==> src/rtl/pcn_pkg.sv <==
// shared types, constants and helper functions for the polygon centroid block
package pcn_pkg;

  localparam int CoordW = 16;
  localparam int NormW  = 43;
  localparam int AreaW  = 42;
  localparam int MomW   = 60;
  localparam int SumW   = 25;
  localparam int ThrW   = 40;
  localparam int DivW   = 64;
  localparam int DataInW  = 48;
  localparam int DataOutW = 56;

  typedef logic signed [CoordW-1:0] coord_t;

  typedef struct packed {
    coord_t vz;
    coord_t vy;
    coord_t vx;
    logic   last;
  } vtx_t;

  typedef enum logic [1:0] {
    ST_AREA  = 2'd0,
    ST_AVG   = 2'd1,
    ST_FIRST = 2'd2,
    ST_OVF   = 2'd3
  } status_e;

  typedef struct packed {
    coord_t  cz;
    coord_t  cy;
    coord_t  cx;
    status_e status;
  } res_t;

  typedef enum logic {
    REG_AREA_THR = 1'b0,
    REG_NORM_THR = 1'b1
  } cfg_reg_e;

  typedef enum logic [3:0] {
    S_IDLE, S_E1, S_E2, S_PICK, S_SEL, S_DIV, S_MUL1, S_MUL2, S_NUM, S_OUT
  } state_e;

  typedef enum logic [2:0] {
    OP_AVG0, OP_AVG1, OP_AVG2, OP_U, OP_W, OP_LIFT
  } op_e;

  function automatic coord_t sat16(logic signed [DivW-1:0] v);
    if (v > 64'sd32767) return coord_t'(16'sh7fff);
    if (v < -64'sd32768) return coord_t'(16'sh8000);
    return coord_t'(v[CoordW-1:0]);
  endfunction

  function automatic logic [NormW-1:0] mag_n(logic signed [NormW-1:0] v);
    return v[NormW-1] ? NormW'(-v) : NormW'(v);
  endfunction

  function automatic logic [AreaW-1:0] mag_a(logic signed [AreaW-1:0] v);
    return v[AreaW-1] ? AreaW'(-v) : AreaW'(v);
  endfunction

  // in-plane axes of the plane that drops axis p
  function automatic logic [1:0] u_axis(logic [1:0] p);
    return (p == 2'd0) ? 2'd1 : 2'd0;
  endfunction

  function automatic logic [1:0] v_axis(logic [1:0] p);
    return (p == 2'd2) ? 2'd1 : 2'd2;
  endfunction

endpackage

==> src/rtl/pcn_front.sv <==
// input queue that decouples vertex intake from the accumulate and finish engine
module pcn_front import pcn_pkg::*; #(
  parameter int Depth = 4
) (
  input  logic clk_i,
  input  logic rst_ni,
  input  logic in_valid_i,
  output logic in_ready_o,
  input  vtx_t in_item_i,
  output logic out_valid_o,
  input  logic out_ready_i,
  output vtx_t out_item_o
);

  localparam int PtrW = (Depth > 1) ? $clog2(Depth) : 1;
  localparam int CntW = $clog2(Depth + 1);

  vtx_t mem_q [Depth];
  logic [PtrW-1:0] wr_ptr_q, wr_ptr_d, rd_ptr_q, rd_ptr_d;
  logic [CntW-1:0] cnt_q, cnt_d;
  logic push, pop;

  assign in_ready_o  = (cnt_q != CntW'(Depth));
  assign out_valid_o = (cnt_q != '0);
  assign out_item_o  = mem_q[rd_ptr_q];
  assign push = in_valid_i && in_ready_o;
  assign pop  = out_valid_o && out_ready_i;

  always_comb begin
    wr_ptr_d = wr_ptr_q;
    rd_ptr_d = rd_ptr_q;
    cnt_d    = cnt_q;
    if (push) begin
      wr_ptr_d = (wr_ptr_q == PtrW'(Depth - 1)) ? '0 : wr_ptr_q + 1'b1;
    end
    if (pop) begin
      rd_ptr_d = (rd_ptr_q == PtrW'(Depth - 1)) ? '0 : rd_ptr_q + 1'b1;
    end
    if (push && !pop) begin
      cnt_d = cnt_q + 1'b1;
    end else if (pop && !push) begin
      cnt_d = cnt_q - 1'b1;
    end
  end

  always_ff @(posedge clk_i or negedge rst_ni) begin
    if (!rst_ni) begin
      wr_ptr_q <= '0;
      rd_ptr_q <= '0;
      cnt_q    <= '0;
    end else begin
      wr_ptr_q <= wr_ptr_d;
      rd_ptr_q <= rd_ptr_d;
      cnt_q    <= cnt_d;
    end
  end

  always_ff @(posedge clk_i) begin
    if (push) begin
      mem_q[wr_ptr_q] <= in_item_i;
    end
  end

endmodule

==> config.mk <==
export PLATFORM = sky130hd
export DESIGN_NAME = pcn_front
export DESIGN_NICKNAME = d
export VERILOG_FILES = /design/src/rtl/pcn_pkg.sv /design/src/rtl/pcn_front.sv
export SDC_FILE = /design/constraint.sdc
export NUM_CORES = 1
export LEC_CHECK = 0
export BUFFER_PORTS_ARGS = -buffer_cell sky130_fd_sc_hd__buf_4
export CAP_MARGIN = 20
export CORE_MARGIN = 5
export CORE_UTILIZATION = 29
export CTS_CLUSTER_SIZE = 25
export DETAILED_ROUTE_END_ITERATION = 10
export PLACE_DENSITY = 0.51
export SLEW_MARGIN = 0
export SYNTH_ARGS = -nofsm -noshare
export SYNTH_HDL_FRONTEND = slang
export SYNTH_SLANG_ARGS = --single-unit
==> constraint.sdc <==
create_clock -name clk_i -period 3.3 [get_ports clk_i]
set_input_delay 0.165 -clock clk_i [delete_from_list [all_inputs] [get_ports clk_i]]
set_output_delay 0.165 -clock clk_i [all_outputs]
set_load 0.01 [all_outputs]
==> flow_metrics.env <==
export IMPL_r2r_slack_ns=1.06
export IMPL_port_buffers=103
export IMPL_fin_util=0.394
export IMPL_ir_worst_vdd_mv=0.436
export IMPL_rsz0062_at_grt="no"
export IMPL_gp_congestion=0.661
export IMPL_rows=58
export IMPL_wl_per_cell_um=18.1
export IMPL_cts_tree="done"
export IMPL_worstPathArrival_ns=2.15
export IMPL_syn_inst=293
export IMPL_grt_max_degree=49
export IMPL_reg2regPathDepth=8
export IMPL_path_buf_inv=2
export IMPL_insertion_delay_ns=0.49
export IMPL_synth_seq_area_share=0.809
export IMPL_via_count=3600
export IMPL_clk_path_buf_depth=3
export IMPL_syn2layout_area_growth_pct=33.2
export IMPL_worst_slew_pin_slew_ns=0.655
export IMPL_top_layer="met4"
export IMPL_r2r_end="cnt_q[2]"
export IMPL_p_seq_frac=0.409
export IMPL_post_route_min_period_ns=2.32
export IMPL_htree_num_levels=1
export IMPL_drc=0
export IMPL_grt_pass1_wl_um=23000
export IMPL_startpoint="rd_ptr_q[0]"
export IMPL_path_max_fanout=48
export IMPL_hold_viol_final=0
export IMPL_ioPinCount=104
export IMPL_max_stage_delay_ns=0.60
export IMPL_grt_pass1_vias=3978
export IMPL_power_density_nw_per_um2=876
export IMPL_drt_iter0_drc=157
export IMPL_ys_ff_latch=203
export IMPL_fin_crit_sh=0.703
export IMPL_end_kind="primary output"
export IMPL_finClkSkew_ns=0.0118
export IMPL_intPower_uw=6320
export IMPL_fill_cells=2265
export IMPL_grt_overflow_total=0
export IMPL_sw_frac_of_total=0.277
export IMPL_final_max_slew_violation_count=0
export IMPL_drive_above_1_share=0.432
export IMPL_setup_ws_ns=0.982
export IMPL_p_clk_frac=0.280
export IMPL_ant_nets=0
export IMPL_yosys_warnings=0
export IMPL_post_dp_hpwl_um=8870
export IMPL_fin_nets=525
export IMPL_p_comb_frac=0.311
export IMPL_wl_met1_um=6230
export IMPL_max_freq_ghz=0.431
export IMPL_path_class="reg2out"
export IMPL_cp_num_cells=3
export IMPL_startpoint_type="flip-flop"
export IMPL_cts_root_buf="clkbuf_16"
export IMPL_clk_pin_slew_worst_paths_ns=0.06
export IMPL_leakage_uw=0.00344
export IMPL_crit_required_ns=3.13
export IMPL_num_antenna_cells=0
export IMPL_reg2reg_from="cnt_q[1]"
export IMPL_die_h_um=171
export IMPL_antenna_found_initial=0
export IMPL_min_path_type="in2async"
export IMPL_p_sw_uw=2420
export IMPL_crit_chain="buf_12, mux4_2, buf_4"
export IMPL_synthesis_area_sq_um=7490
export IMPL_cts_made_buffers=22
export IMPL_first_pass_iters=4
export IMPL_status="finished clean"
export IMPL_cp_top_family="multiplexers"
export IMPL_setup_viol=0
export IMPL_cp_slowest_cell="mux4_2"
export IMPL_met2_length_um=7310
export IMPL_synth_fp_nets=353
export IMPL_maxCapViolations=0
export IMPL_place_ws_ns=1.06
export IMPL_power_uw=8740
export IMPL_syn_area_per_cell_sq_um=25.6
export IMPL_synth_cell_types=19
export IMPL_hold_ws_ns=0.0313
export IMPL_core_sq_um=25300
export IMPL_wirelength_um=14700
export IMPL_fp_dieArea_sq_um=29100
export IMPL_grtUsageTotal=0.102
export IMPL_worstSetupEndpoint="out_item_o[13]"
export IMPL_met3_length_um=870
export IMPL_finalSetupTns_ns=0
export IMPL_dieWidth_um=171
export IMPL_cts_sinks=203
export IMPL_start_util=0.296
export IMPL_cts_setup_buffers=0
export IMPL_final_common_cell="edfxtp_1"
export IMPL_vias_per_cell=4.44
export IMPL_maxSlewHeadroom=0.563
export IMPL_final_cell_mix="edfxtp_1, buf_4, dlygate4sd3_1"
## cells in the mapped netlist
cell      count  area share
edfxtp_1    196        0.79
mux4_2       49        0.15
dfrtp_1       7       0.023
buf_2         6      0.0040
ha_1          6       0.010
clkbuf_1      5      0.0025
and3_2        4      0.0040
inv_1         3      0.0015
mux2_2        3      0.0045
nor2_1        3      0.0015
mux2_4        2      0.0040
xor2_1        2      0.0023
and2_4        1      0.0012
buf_4         1      0.0010
fa_1          1      0.0027
nand2_1       1     0.00050
or3_2         1      0.0010
or3b_4        1      0.0015
xnor2_1       1      0.0012
## repair_timing
item | CTS | global route
gates resized for setup | 0 | 0
endpoints found under the hold margin | 203 | 0
hold buffers | 50 | 0
## stage by stage
| step | instance area, sq um | instances |
|---|---|---|
| floorplan | 7490 | 293 |
| global placement | 8740 | 721 |
| detailed placement | 8740 | 721 |
| CTS | 9980 | 811 |
| global route | 9980 | 811 |
| finish | 9980 | 811 |
## registers in the layout, indices dropped and copies added (netlist names)
| signal | cells |
|---|---|
| rd_ptr_q | 2 |
| wr_ptr_q | 2 |
| cnt_q | 3 |
| mem_q | 196 |
## layout make-up
| class | count | area, sq um | area share |
|---|---|---|---|
| sequential | 203 | 6070 | 0.608 |
| timing repair buffer | 160 | 1390 | 0.139 |
| multi-input combinational | 75 | 1360 | 0.136 |
| clock buffer | 26 | 587 | 0.0588 |
| tap | 330 | 413 | 0.0414 |
| clock inverter | 14 | 153 | 0.0153 |
| inverter | 3 | 11.3 | 0.00113 |
## kinds of logic (layout without fill, tap and decap cells)
| group | Yosys count | after routing | share of synthesized area |
|---|---|---|---|
| AND/OR/NAND/NOR | 11 | 11 | 0.00969 |
| flip-flops | 203 | 203 | 0.809 |
| XOR/XNOR | 3 | 3 | 0.00351 |
| buffers and inverters | 15 | 203 | 0.00902 |
| multiplexers | 54 | 54 | 0.156 |
| adder cells (fa/ha/maj) | 7 | 7 | 0.0127 |
## power groups by stage
stage | Clock [uW] | Combinational (uW) | Sequential, uW
6_report | 2450 | 2720 | 3570
3_3_place_gp | 0 | 2760 | 3600
3_5_place_dp | 0 | 2780 | 3640
4_1_cts | 2540 | 2840 | 3590
5_1_grt | 2650 | 2970 | 3630
2_1_floorplan | 0 | 1580 | 3550
## metal layers
| metal | track usage | vias to the layer above |
|---|---|---|
| met1 | 0.132 | 1894 |
| met2 | 0.172 | 89 |
| met3 | 0.0266 | 26 |
| met5 | 0 | - |
| li1 | - | 1591 |
| met4 | 0.0236 | 0 |
## how the worst min path moves through the flow
stage,startpoint,endpoint,cells after the start
after floorplan,rst_ni,cnt_q[0],0
after global placement,rst_ni,wr_ptr_q[1],1
after detailed placement,rst_ni,wr_ptr_q[1],1
after CTS,rst_ni,cnt_q[2],2
after global routing,rst_ni,cnt_q[2],2
final,rst_ni,wr_ptr_q[0],2
No activity file was read; power rests on OpenSTA's default activity.
